===== src/hw/rtl/twcs_pkg.sv =====
package twcs_pkg;

	// input kinds carried on s_axis_tuser
	localparam logic OP_LOAD = 1'b0;
	localparam logic OP_STEP = 1'b1;

	// configuration register indexes
	localparam int CFG_IDX_W = 3;
	localparam logic [CFG_IDX_W-1:0] CFG_VIEW_PITCH    = 3'd0;
	localparam logic [CFG_IDX_W-1:0] CFG_TEX_BASE      = 3'd1;
	localparam logic [CFG_IDX_W-1:0] CFG_TEX_ROW_BYTES = 3'd2;
	localparam logic [CFG_IDX_W-1:0] CFG_TEX_PIX_BYTES = 3'd3;
	localparam logic [CFG_IDX_W-1:0] CFG_SCR_BASE      = 3'd4;
	localparam logic [CFG_IDX_W-1:0] CFG_SCR_ROW_BYTES = 3'd5;
	localparam logic [CFG_IDX_W-1:0] CFG_SCR_PIX_BYTES = 3'd6;

	localparam int CFG_DATA_W = 32;
	localparam int IN_DATA_W  = 112;
	localparam int OUT_DATA_W = 88;

	// field widths
	localparam int COL_W    = 12;
	localparam int SPAN_W   = 17;
	localparam int HEIGHT_W = 24;
	localparam int COORD_W  = 20;
	localparam int ROW_OUT_W = 10;
	localparam int TEX_OUT_W = 6;
	localparam int ADDR_W   = 32;
	localparam int PITCH_W  = 12;
	localparam int BYTES_W  = 16;
	localparam int PIXB_W   = 3;

	// quotient bit counter, covers up to 16 divider steps
	localparam int CNT_W = 4;

	typedef struct packed {
		logic load;
		logic prep;
		logic init;
		logic div_step;
		logic addr;
		logic emit;
	} twcs_cmd_t;

	typedef struct packed {
		logic span_active;
		logic out_free;
	} twcs_status_t;

endpackage


===== src/hw/rtl/textured_wall_column_span_core.sv =====
// Load transaction: emits nothing; the next transaction follows at once.
// Step transaction: passes the prep, init, divider, address and emit states in that order;
// the texel row divider yields one quotient bit per cycle. The result waits in an
// output register, so the next transaction is taken meanwhile; a later
// step stalls only until that result leaves. A step with no open span emits nothing.
// arst_n resets control state and sets the config registers to their defaults.
module textured_wall_column_span_core #(
	parameter int TILE        = 64,
	parameter int SCREEN_ROWS = 1024
) (
	input  logic                              clk,
	input  logic                              arst_n,
	input  logic                              s_axis_tvalid,
	output logic                              s_axis_tready,
	// screen_column, span_start, span_end, slice_height, vertical_hit,
	// hit_x_whole, hit_y_whole, 1 pad bit
	input  logic [twcs_pkg::IN_DATA_W-1:0]    s_axis_tdata,
	// operation
	input  logic                              s_axis_tuser,
	output logic                              m_axis_tvalid,
	input  logic                              m_axis_tready,
	// screen_row, texel_column, texel_row, texel_address, pixel_address, 2 pad bits
	output logic [twcs_pkg::OUT_DATA_W-1:0]   m_axis_tdata,
	output logic                              m_axis_tlast,
	input  logic                              cfg_valid,
	output logic                              cfg_ready,
	input  logic [twcs_pkg::CFG_IDX_W-1:0]    cfg_index,
	input  logic [twcs_pkg::CFG_DATA_W-1:0]   cfg_data
);
	import twcs_pkg::*;

	twcs_cmd_t    cmd;
	twcs_status_t status;

	assign cfg_ready = 1'b1;

	twcs_ctrl #(
		.TILE(TILE)
	) u_ctrl (
		.clk      (clk),
		.arst_n   (arst_n),
		.in_valid (s_axis_tvalid),
		.in_op    (s_axis_tuser),
		.in_ready (s_axis_tready),
		.status   (status),
		.cmd      (cmd)
	);

	twcs_datapath #(
		.TILE        (TILE),
		.SCREEN_ROWS (SCREEN_ROWS)
	) u_dp (
		.clk       (clk),
		.arst_n    (arst_n),
		.cmd       (cmd),
		.status    (status),
		.in_data   (s_axis_tdata),
		.cfg_we    (cfg_valid && cfg_ready),
		.cfg_idx   (cfg_index),
		.cfg_wdata (cfg_data),
		.out_valid (m_axis_tvalid),
		.out_ready (m_axis_tready),
		.out_data  (m_axis_tdata),
		.out_last  (m_axis_tlast)
	);

endmodule


===== src/hw/rtl/twcs_ctrl.sv =====
module twcs_ctrl #(
	parameter int TILE = 64
) (
	input  logic                  clk,
	input  logic                  arst_n,
	input  logic                  in_valid,
	input  logic                  in_op,
	output logic                  in_ready,
	input  twcs_pkg::twcs_status_t status,
	output twcs_pkg::twcs_cmd_t    cmd
);
	import twcs_pkg::*;

	localparam int TW = $clog2(TILE);

	localparam logic [2:0] ST_IDLE = 3'd0;
	localparam logic [2:0] ST_PREP = 3'd2;
	localparam logic [2:0] ST_INIT = 3'd3;
	localparam logic [2:0] ST_DIV  = 3'd4;
	localparam logic [2:0] ST_ADDR = 3'd5;
	localparam logic [2:0] ST_EMIT = 3'd6;

	logic [2:0]       state_q;
	logic [2:0]       state_d;
	logic [CNT_W-1:0] cnt_q;
	logic [CNT_W-1:0] cnt_d;
	logic             accept;

	assign in_ready = (state_q == ST_IDLE);
	assign accept   = in_valid && in_ready;

	always_comb begin
		state_d = state_q;
		cnt_d   = cnt_q;
		cmd     = '0;
		case (state_q)
			ST_IDLE: begin
				cnt_d = '0;
				if (accept) begin
					if (in_op == OP_LOAD) begin
						cmd.load = 1'b1;
					end else if (status.span_active) begin
						state_d = ST_PREP;
					end
				end
			end
			ST_PREP: begin
				cmd.prep = 1'b1;
				state_d  = ST_INIT;
			end
			ST_INIT: begin
				cmd.init = 1'b1;
				cnt_d    = '0;
				state_d  = ST_DIV;
			end
			ST_DIV: begin
				cmd.div_step = 1'b1;
				if (cnt_q == CNT_W'(TW - 1)) begin
					state_d = ST_ADDR;
				end else begin
					cnt_d = cnt_q + 1'b1;
				end
			end
			ST_ADDR: begin
				cmd.addr = 1'b1;
				state_d  = ST_EMIT;
			end
			ST_EMIT: begin
				if (status.out_free) begin
					cmd.emit = 1'b1;
					state_d  = ST_IDLE;
				end
			end
			default: begin
				state_d = ST_IDLE;
			end
		endcase
	end

	always_ff @(posedge clk or negedge arst_n) begin
		if (!arst_n) begin
			state_q <= ST_IDLE;
			cnt_q   <= '0;
		end else begin
			state_q <= state_d;
			cnt_q   <= cnt_d;
		end
	end

endmodule


===== src/hw/rtl/twcs_datapath.sv =====
module twcs_datapath #(
	parameter int TILE        = 64,
	parameter int SCREEN_ROWS = 1024
) (
	input  logic                                clk,
	input  logic                                arst_n,
	input  twcs_pkg::twcs_cmd_t                 cmd,
	output twcs_pkg::twcs_status_t              status,
	input  logic [twcs_pkg::IN_DATA_W-1:0]      in_data,
	input  logic                                cfg_we,
	input  logic [twcs_pkg::CFG_IDX_W-1:0]      cfg_idx,
	input  logic [twcs_pkg::CFG_DATA_W-1:0]     cfg_wdata,
	output logic                                out_valid,
	input  logic                                out_ready,
	output logic [twcs_pkg::OUT_DATA_W-1:0]     out_data,
	output logic                                out_last
);
	import twcs_pkg::*;

	localparam int TW = $clog2(TILE);
	localparam int RW = $clog2(SCREEN_ROWS);
	localparam int DW = ((RW > PITCH_W) ? RW : PITCH_W) + 2;
	localparam int MW = ((DW + 9 > HEIGHT_W + 1) ? DW + 9 : HEIGHT_W + 1) + 1;
	localparam int QW = HEIGHT_W + 1;       // divisor 2*H and remainder width
	localparam int NW = QW + TW;
	localparam logic signed [SPAN_W:0] ROW_MAX = (SPAN_W + 1)'(SCREEN_ROWS - 1);

	// configuration
	logic signed [PITCH_W-1:0] pitch_q;
	logic [ADDR_W-1:0]         tex_base_q;
	logic [BYTES_W-1:0]        tex_row_bytes_q;
	logic [PIXB_W-1:0]         tex_pix_bytes_q;
	logic [ADDR_W-1:0]         scr_base_q;
	logic [BYTES_W-1:0]        scr_row_bytes_q;
	logic [PIXB_W-1:0]         scr_pix_bytes_q;

	// column state
	logic                span_active_q;
	logic [RW-1:0]       row_q;
	logic [RW-1:0]       limit_q;
	logic [COL_W-1:0]    column_q;
	logic [HEIGHT_W-1:0] height_q;
	logic [TW-1:0]       tcol_q;

	// step working registers
	logic signed [MW-1:0]      m_q;
	logic [RW+BYTES_W-1:0]     prow_q;
	logic [COL_W+PIXB_W-1:0]   pcol_q;
	logic [TW+PIXB_W-1:0]      tcolp_q;
	logic [TW+BYTES_W-1:0]     trowp_q;
	logic                      neg_q;
	logic                      sat_q;
	logic [QW-1:0]             rem_q;
	logic [TW-1:0]             nlo_q;
	logic [TW-1:0]             quo_q;
	logic [TW-1:0]             trow_q;

	logic                out_valid_q;
	logic [ROW_OUT_W-1:0] o_row_q;
	logic [TEX_OUT_W-1:0] o_tcol_q;
	logic [TEX_OUT_W-1:0] o_trow_q;
	logic [ADDR_W-1:0]   o_taddr_q;
	logic [ADDR_W-1:0]   o_paddr_q;
	logic                o_last_q;

	// load fields
	logic [COL_W-1:0]         in_col;
	logic signed [SPAN_W-1:0] in_start;
	logic signed [SPAN_W-1:0] in_end;
	logic [HEIGHT_W-1:0]      in_height;
	logic                     in_vert;
	logic [COORD_W-1:0]       in_hx;
	logic [COORD_W-1:0]       in_hy;
	logic signed [SPAN_W:0]   start_c;
	logic signed [SPAN_W:0]   end_c;

	logic signed [DW-1:0]     d_val;
	logic signed [MW-1:0]     m_val;
	logic [NW-1:0]            n_val;
	logic [QW-1:0]            divisor;
	logic [QW:0]              rem2;
	logic                     rem_ge;
	logic [QW:0]              rem_sub;
	logic [TW-1:0]            trow_sel;
	logic                     last;

	assign in_col    = in_data[11:0];
	assign in_start  = in_data[28:12];
	assign in_end    = in_data[45:29];
	assign in_height = in_data[69:46];
	assign in_vert   = in_data[70];
	assign in_hx     = in_data[90:71];
	assign in_hy     = in_data[110:91];

	// clip the span to the screen
	always_comb begin
		start_c = (SPAN_W + 1)'(in_start);
		end_c   = (SPAN_W + 1)'(in_end);
		if (start_c < 0) begin
			start_c = '0;
		end
		if (end_c > ROW_MAX) begin
			end_c = ROW_MAX;
		end
	end

	// d = row - centre; m = 512*d + H, texel row = floor(TILE*m / 2H)
	assign d_val = DW'(row_q) - DW'(SCREEN_ROWS / 2) - DW'(pitch_q);
	assign m_val = (MW'(d_val) <<< 9) + MW'(height_q);
	assign n_val = NW'(m_q[QW-1:0]) * NW'(TILE);

	assign divisor = {height_q, 1'b0};
	assign rem2    = {rem_q, nlo_q[TW-1]};
	assign rem_ge  = (rem2 >= {1'b0, divisor});
	assign rem_sub = rem2 - {1'b0, divisor};

	always_comb begin
		if (neg_q) begin
			trow_sel = '0;
		end else if (sat_q) begin
			trow_sel = TW'(TILE - 1);
		end else begin
			trow_sel = quo_q;
		end
	end

	assign last = (row_q == limit_q);

	always_ff @(posedge clk or negedge arst_n) begin
		if (!arst_n) begin
			pitch_q         <= '0;
			tex_base_q      <= '0;
			tex_row_bytes_q <= BYTES_W'(256);
			tex_pix_bytes_q <= PIXB_W'(4);
			scr_base_q      <= '0;
			scr_row_bytes_q <= BYTES_W'(4096);
			scr_pix_bytes_q <= PIXB_W'(4);
		end else if (cfg_we) begin
			case (cfg_idx)
				CFG_VIEW_PITCH:    pitch_q         <= cfg_wdata[PITCH_W-1:0];
				CFG_TEX_BASE:      tex_base_q      <= cfg_wdata;
				CFG_TEX_ROW_BYTES: tex_row_bytes_q <= cfg_wdata[BYTES_W-1:0];
				CFG_TEX_PIX_BYTES: tex_pix_bytes_q <= cfg_wdata[PIXB_W-1:0];
				CFG_SCR_BASE:      scr_base_q      <= cfg_wdata;
				CFG_SCR_ROW_BYTES: scr_row_bytes_q <= cfg_wdata[BYTES_W-1:0];
				CFG_SCR_PIX_BYTES: scr_pix_bytes_q <= cfg_wdata[PIXB_W-1:0];
				default: begin
				end
			endcase
		end
	end

	always_ff @(posedge clk or negedge arst_n) begin
		if (!arst_n) begin
			span_active_q <= 1'b0;
			out_valid_q   <= 1'b0;
			height_q      <= HEIGHT_W'(1);
		end else begin
			if (cmd.load) begin
				span_active_q <= (start_c <= end_c);
				height_q      <= (in_height == '0) ? HEIGHT_W'(1) : in_height;
			end else if (cmd.emit && last) begin
				span_active_q <= 1'b0;
			end
			if (cmd.emit) begin
				out_valid_q <= 1'b1;
			end else if (out_ready) begin
				out_valid_q <= 1'b0;
			end
		end
	end

	always_ff @(posedge clk) begin
		if (cmd.load) begin
			column_q <= in_col;
			// TILE is a power of two, so the remainder is the low coordinate bits
			tcol_q   <= in_vert ? in_hy[TW-1:0] : in_hx[TW-1:0];
			row_q    <= start_c[RW-1:0];
			limit_q  <= end_c[RW-1:0];
		end
		if (cmd.prep) begin
			m_q    <= m_val;
			prow_q <= (RW + BYTES_W)'(row_q) * (RW + BYTES_W)'(scr_row_bytes_q);
		end
		if (cmd.init) begin
			neg_q   <= m_q[MW-1];
			sat_q   <= ((MW - 1)'(m_q[MW-2:0]) >= (MW - 1)'(divisor));
			rem_q   <= n_val[NW-1:TW];
			nlo_q   <= n_val[TW-1:0];
			quo_q   <= '0;
			pcol_q  <= (COL_W + PIXB_W)'(column_q) * (COL_W + PIXB_W)'(scr_pix_bytes_q);
			tcolp_q <= (TW + PIXB_W)'(tcol_q) * (TW + PIXB_W)'(tex_pix_bytes_q);
		end
		if (cmd.div_step) begin
			rem_q <= rem_ge ? rem_sub[QW-1:0] : rem2[QW-1:0];
			quo_q <= TW'({quo_q, rem_ge});
			nlo_q <= nlo_q << 1;
		end
		if (cmd.addr) begin
			trow_q  <= trow_sel;
			trowp_q <= (TW + BYTES_W)'(trow_sel) * (TW + BYTES_W)'(tex_row_bytes_q);
		end
		if (cmd.emit) begin
			o_row_q   <= ROW_OUT_W'(row_q);
			o_tcol_q  <= TEX_OUT_W'(tcol_q);
			o_trow_q  <= TEX_OUT_W'(trow_q);
			o_taddr_q <= tex_base_q + ADDR_W'(trowp_q) + ADDR_W'(tcolp_q);
			o_paddr_q <= scr_base_q + ADDR_W'(prow_q) + ADDR_W'(pcol_q);
			o_last_q  <= last;
			if (!last) begin
				row_q <= row_q + 1'b1;
			end
		end
	end

	assign status.span_active = span_active_q;
	assign status.out_free    = !out_valid_q || out_ready;

	assign out_valid = out_valid_q;
	assign out_last  = o_last_q;
	assign out_data  = {2'b00, o_paddr_q, o_taddr_q, o_trow_q, o_tcol_q, o_row_q};

endmodule


===== config.mk =====
export PLATFORM = sky130hd
export DESIGN_NAME = textured_wall_column_span_core
export DESIGN_NICKNAME = d
export VERILOG_FILES = /design/src/hw/rtl/twcs_pkg.sv /design/src/hw/rtl/textured_wall_column_span_core.sv /design/src/hw/rtl/twcs_ctrl.sv /design/src/hw/rtl/twcs_datapath.sv
export SDC_FILE = /design/constraint.sdc
export NUM_CORES = 1
export LEC_CHECK = 0
export BUFFER_PORTS_ARGS = -buffer_cell sky130_fd_sc_hd__clkbuf_2
export CORE_AREA = 10 10 259 261
export CTS_BUF_LIST = sky130_fd_sc_hd__clkbuf_16
export CTS_CLUSTER_DIAMETER = 100
export DETAILED_ROUTE_END_ITERATION = 10
export DIE_AREA = 0 0 269 271
export HOLD_SLACK_MARGIN = 0.15
export MAX_ROUTING_LAYER = met4
export PLACE_DENSITY = 0.78
export SYNTH_ARGS = -nofsm -noshare
export SYNTH_HDL_FRONTEND = slang
export SYNTH_SLANG_ARGS = --single-unit

===== constraint.sdc =====
create_clock -name clk -period 17.94 [get_ports clk]
set_input_delay 0 -clock clk [delete_from_list [all_inputs] [get_ports clk]]
set_output_delay 0 -clock clk [all_outputs]
set_load 0.005 [all_outputs]

## After elaboration in Yosys (flattened, before gate mapping)

Cells that the tools add are included.

- Add/subtract/negate cells: 10
- Multipliers: 4
- $lt $le $gt $ge: 5
- Equality and inequality tests: 19
- Mux-type cells: 35
- Reduce and logical (&&, ||, !) cells: 21

Operators by type and width:

| cell | count |
|---|---|
| $mux W25 | 3 |
| $mux W18 | 2 |
| $add A32 B15 Y32 | 1 |
| $add A32 B22 Y32 | 1 |
| $add A32 B26 Y32 | 1 |
| $add A32 B9 Y32 | 1 |
| $mux W10 | 3 |
| $mux W6 | 5 |
| $add A23 B25 Y26 | 1 |
| $ge A26 B25 Y1 | 1 |
| $mul A10 B16 Y26 | 1 |
| $ge A25 B25 Y1 | 1 |
| $sub A25 B25 Y25 | 1 |
| $logic_not A24 Y1 | 1 |
| $mux W24 | 1 |
| $mul A6 B16 Y22 | 1 |
| $eq A3 B3 Y1 const B | 6 |
| $le A18 B18 Y1 | 1 |
| $pmux W3 S6 | 1 |
| $gt A17 B11 Y1 const B | 1 |
| $lt A17 B1 Y1 const B | 1 |
| $reduce_and A2 Y1 | 8 |
| $mul A12 B3 Y15 | 1 |
| $mux W3 | 5 |
| 21 further kinds | 45 |

- Register bits: 409
- Bits of input ports: 153
- Output and inout bits: 92
- Logic and storage cells: 126

## Longest topological paths before layout

- Depth in word-level cells: 7
- Mapped depth: 23
- Depth with buffers taken out: 21

## Modules after synthesis

Synthesis repeated with hierarchy kept, for this count alone.

- Cells, all modules: 2896
- Area total of the unflattened synthesis: 30693.2 sq um

By module, submodules not included:

| module | times used | cells each | area each (sq um) | sequential area each (sq um) |
|---|---|---|---|---|
| twcs_datapath | 1 | 2842 | 30189.0 | 11277.1 |
| twcs_ctrl | 1 | 52 | 493.0 | 175.2 |
| textured_wall_column_span_core | 1 | 2 | 11.3 | 0.0 |

## Least setup slack after synthesis

OpenSTA, ideal clock, no wires.

- Path type: reg-to-reg
- From: register u_dp.row_q[3]
- To: register u_dp.prow_q[25] (data pin)
- Library setup time: 260 ps
- Arrival time: 5687 ps
- Data required time: 17680 ps
- Setup slack: 11993 ps
- Stages on the path, launching flop included: 22
- Path buffers: 2
- Period minus slack after synthesis: 5947 ps
- Cell sequence: dfxtp_1 clkbuf_1 clkbuf_1 nand2_1 fa_1 inv_1 fa_1 fa_1 fa_1 inv_1 fa_1 inv_1 ha_1 a21oi_1 o21a_1 a21bo_2 a21oi_2 o311ai_4 a41oi_2 a311o_1 a21oi_2 xnor2_1

- Word-level cells in the longest chain between the ends: 1

Ends and longest elaborated chain:

| item | line | source |
|---|---|---|
| start: declaration | twcs_datapath.sv:39 | `logic [RW-1:0] row_q;` |
| start signal: assignment | twcs_datapath.sv:178 | `row_q <= start_c[RW-1:0];` |
| start signal: assignment | twcs_datapath.sv:211 | `row_q <= row_q + 1'b1;` |
| $mul A10 B16 Y26 | twcs_datapath.sv:183 | `prow_q <= (RW + BYTES_W)'(row_q) * (RW + BYTES_W)'(scr_row_bytes_q);` |
| end signal: assignment | twcs_datapath.sv:183 |  |
| end: declaration | twcs_datapath.sv:47 | `logic [RW+BYTES_W-1:0] prow_q;` |

No other way between the ends.
A chain may end at the register's enable or synchronous reset.

## Worst setup path after layout

Same ends and word-level chain as after synthesis.

==> run summary <==
Top Ports -> 245
Worst Setup End Kind -> flop
number of global-route vias before repair -> 23,000
period utilization -> 35.9%
Critical Path Fanout Max -> 26
Min-Delay Path Class -> input port to flop
Critical Path AT -> 6.77 ns
synthesis-to-finish area growth -> 16.0%
initial core utilization -> 49.8%
Yosys reg bits -> 409
top cells by area, synth -> edfxtp_1, fa_1, dfrtp_1
Root Buffer -> clkbuf_16
critical setup path kind -> flop to flop
Tmin final -> 6.43 ns
chip height -> 271 um
Util after Layout -> 57.8%
relative slew slack -> 20.3%
Nets -> 3,909
Mean Syn Cell Area -> 10.5 um2
CTS sink cnt -> 409
design area -> 35,600 um2
Slowest-stage cell, CP -> dfxtp_1
post-synth cell types -> 87
Remaining DRCs -> 0
Clock transition at path regs -> 0.06 ns
DP Wirelength -> 55,000 um
Die Wd -> 269 um
FP Rows -> 91
Synth async-reset ratio -> 35.9%
cell taking the most area after synthesis -> edfxtp_1
Worst-Margin Slew -> 1.19 ns
CP peak stage delay -> 1.11 ns
GP Congestion -> 0.925
TritonCTS clock tree -> done
highest clock rate -> 155 MHz
crit-path cells -> nand2_1 -> fa_1 -> inv_1 -> fa_1 -> fa_1 -> fa_1 -> inv_1 -> fa_1 -> inv_1 -> ha_1 -> a21oi_1 -> o21a_1 -> a21bo_2 -> a21oi_2 -> o311ai_4 -> a41oi_2 -> a311o_1 -> a21oi_2 -> xnor2_1
# setup viols final -> 0
Placed Instance Area -> 32,600 um2
H-tree levels -> 2
status -> finished clean
router iterations before antenna repair -> 7
die footprint -> 72,900 um2
GRT Total Usage -> 21.7%
total CTS buffers -> 46
antenna violations before repair -> 7
Cells after Synth -> 2,933
Worst-Skew Late Latency -> 0.59 ns
RSZ-0062 raised after global routing -> no
top-area cell type share of the netlist area -> 24.6%
most frequent cell after synthesis -> nand2_1
number of flops mapped to enable cells by yosys -> 252
Max Slew Vio Count -> 0
Post-synth top cells -> nand2_1, inv_1, ha_1, edfxtp_1, fa_1
pin count of the biggest net entering global routing -> 73
Worst Path Buf+Inv -> 3
synthesized cell area -> 30,700 um2
Post-DRT Antenna Nets -> 0
register area share after synthesis -> 37.3%
Post-CTS Setup Bufs -> 0
CP most frequent cell -> fa_1
synth warn -> 0
first-pass GRT wire length -> 123,000 um
core area -> 61,600 um2
Initial DRC Count -> 1,850
DR WL/cell -> 18.5 um
post-CTS sizing -> 0
dominant synthesized flop cell -> edfxtp_1
MaxCap Viol Count -> 0
gr ovfl total -> 0
setup TNS -> 0 ns
layout cells sized above 1 -> 13.6%
clk buf depth -> 3
Hold Vio Cnt, Final -> 0
IO Port Bufs -> 212
Clock Skews -> 0.0218 ns
crit-path leading delay family -> adder cells
total vias in the final route -> 22,700
Worst EP required -> 18.28 ns
via-per-instance ratio -> 5.48
critical path launch point type -> flop
final WL -> 76,800 um
==> per-layer routing <==
| metal | routed length, um | vias to the layer above | track usage [%] |
|---|---|---|---|
| met4 | 2720 | 0 | 8.29 |
| met1 | 32200 | 11100 | 26.9 |
| met2 | 36700 | 790 | 34.8 |
| li1 | - | 10700 | - |
| met5 | 0 | - | - |
| met3 | 5250 | 142 | 3.85 |
==> tightest hold or removal path, cell delays in order <==
cell	delay, ns
dlygate4sd3_1	0.53
clkbuf_2	0.11
nand2_1	0.05
o21ai_0	0.06
==> through the flow <==
| stage | setup WS (ns) | hold WS [ns] | instances |
|---|---|---|---|
| finish | 11.51 | 0.194 | 4148 |
| global placement | 11.68 | 0.120 | 3907 |
| CTS | 11.58 | 0.164 | 4138 |
| floorplan | 11.99 | -0.296 | 2934 |
| global route | 11.18 | 0.215 | 4145 |
| detailed placement | 11.59 | 0.124 | 3907 |
==> kinds of logic after synthesis <==
logic type,after synthesis,share of synthesized area (%)
AND/OR/NAND/NOR,831,12.7
XOR/XNOR,148,4.22
buffers and inverters,435,5.48
flip-flops,409,37.3
adder cells (fa/ha/maj),493,25.3
other,2,0.0245
AO/OA/AOI/OAI,485,10.3
multiplexers,130,4.69
==> layout make-up <==
cell class / count / area [um2]
fill: 4993 / 26000
multi-input combinational: 2090 / 17600
sequential: 409 / 11500
timing repair buffer: 377 / 2690
inverter: 339 / 1270
clock buffer: 47 / 1180
tap: 837 / 1050
clock inverter: 39 / 343
antenna: 10 / 25.0
==> path summary, 6_finish.rpt <==
path	depth (start not counted)	start	slack [ns]	end
min in group asynchronous	3	arst_n	0.41	u_dp.tex_base_q[6]
max in group asynchronous	4	arst_n	16.37	u_dp.scr_row_bytes_q[11]
setup reg to reg	19	u_dp.row_q[3]	11.51	u_dp.prow_q[25]
setup / recovery	19	u_dp.row_q[3]	11.51	u_dp.prow_q[25]
hold reg to reg	0	u_dp.m_q[25]	0.42	u_dp.neg_q
hold / removal	4	s_axis_tdata[63]	0.19	u_dp.height_q[17]
==> registers in the layout, indices dropped and copies added (netlist names), 9 cells and up <==
name,cells
u_dp.pcol_q,15
u_dp.tex_row_bytes_q,16
u_dp.pitch_q,12
u_dp.prow_q,26
u_dp.o_paddr_q,32
u_dp.o_taddr_q,32
u_dp.scr_base_q,32
u_dp.row_q,10
u_dp.scr_row_bytes_q,16
u_dp.height_q,24
u_dp.rem_q,25
u_dp.o_row_q,10
u_dp.column_q,12
u_dp.limit_q,10
u_dp.tcolp_q,9
u_dp.tex_base_q,32
u_dp.m_q,26
u_dp.trowp_q,22
==> what timing repair did <==
| action | 4_1_cts | 5_1_grt |
|---|---|---|
| endpoints found under the hold margin | 265 | 0 |
| hold buffers | 145 | 0 |
| setup endpoints to repair | 0 | 0 |
==> placed cells by master, fill, tap and decap left out, types with 26 or more instances in the layout <==
cell,Yosys,final
nor2_1,134,132
nand2_1,360,360
inv_1,337,347
ha_1,281,281
o21ai_0,115,114
clkbuf_2,0,211
and2_1,112,112
a21o_1,56,56
nor3_1,35,33
xor2_1,39,39
dlygate4sd3_1,0,144
nand3_1,41,41
o21ai_1,26,26
dfrtp_1,142,142
clkbuf_16,0,47
xnor2_1,109,109
edfxtp_1,252,252
a21oi_1,121,121
fa_1,212,212
o21a_1,28,28
nor2b_1,39,38
mux2_2,107,107
Power is left out: the tool's default activity adds up to more than one toggle a clock period on the data nets, which glitch-free logic cannot reach.
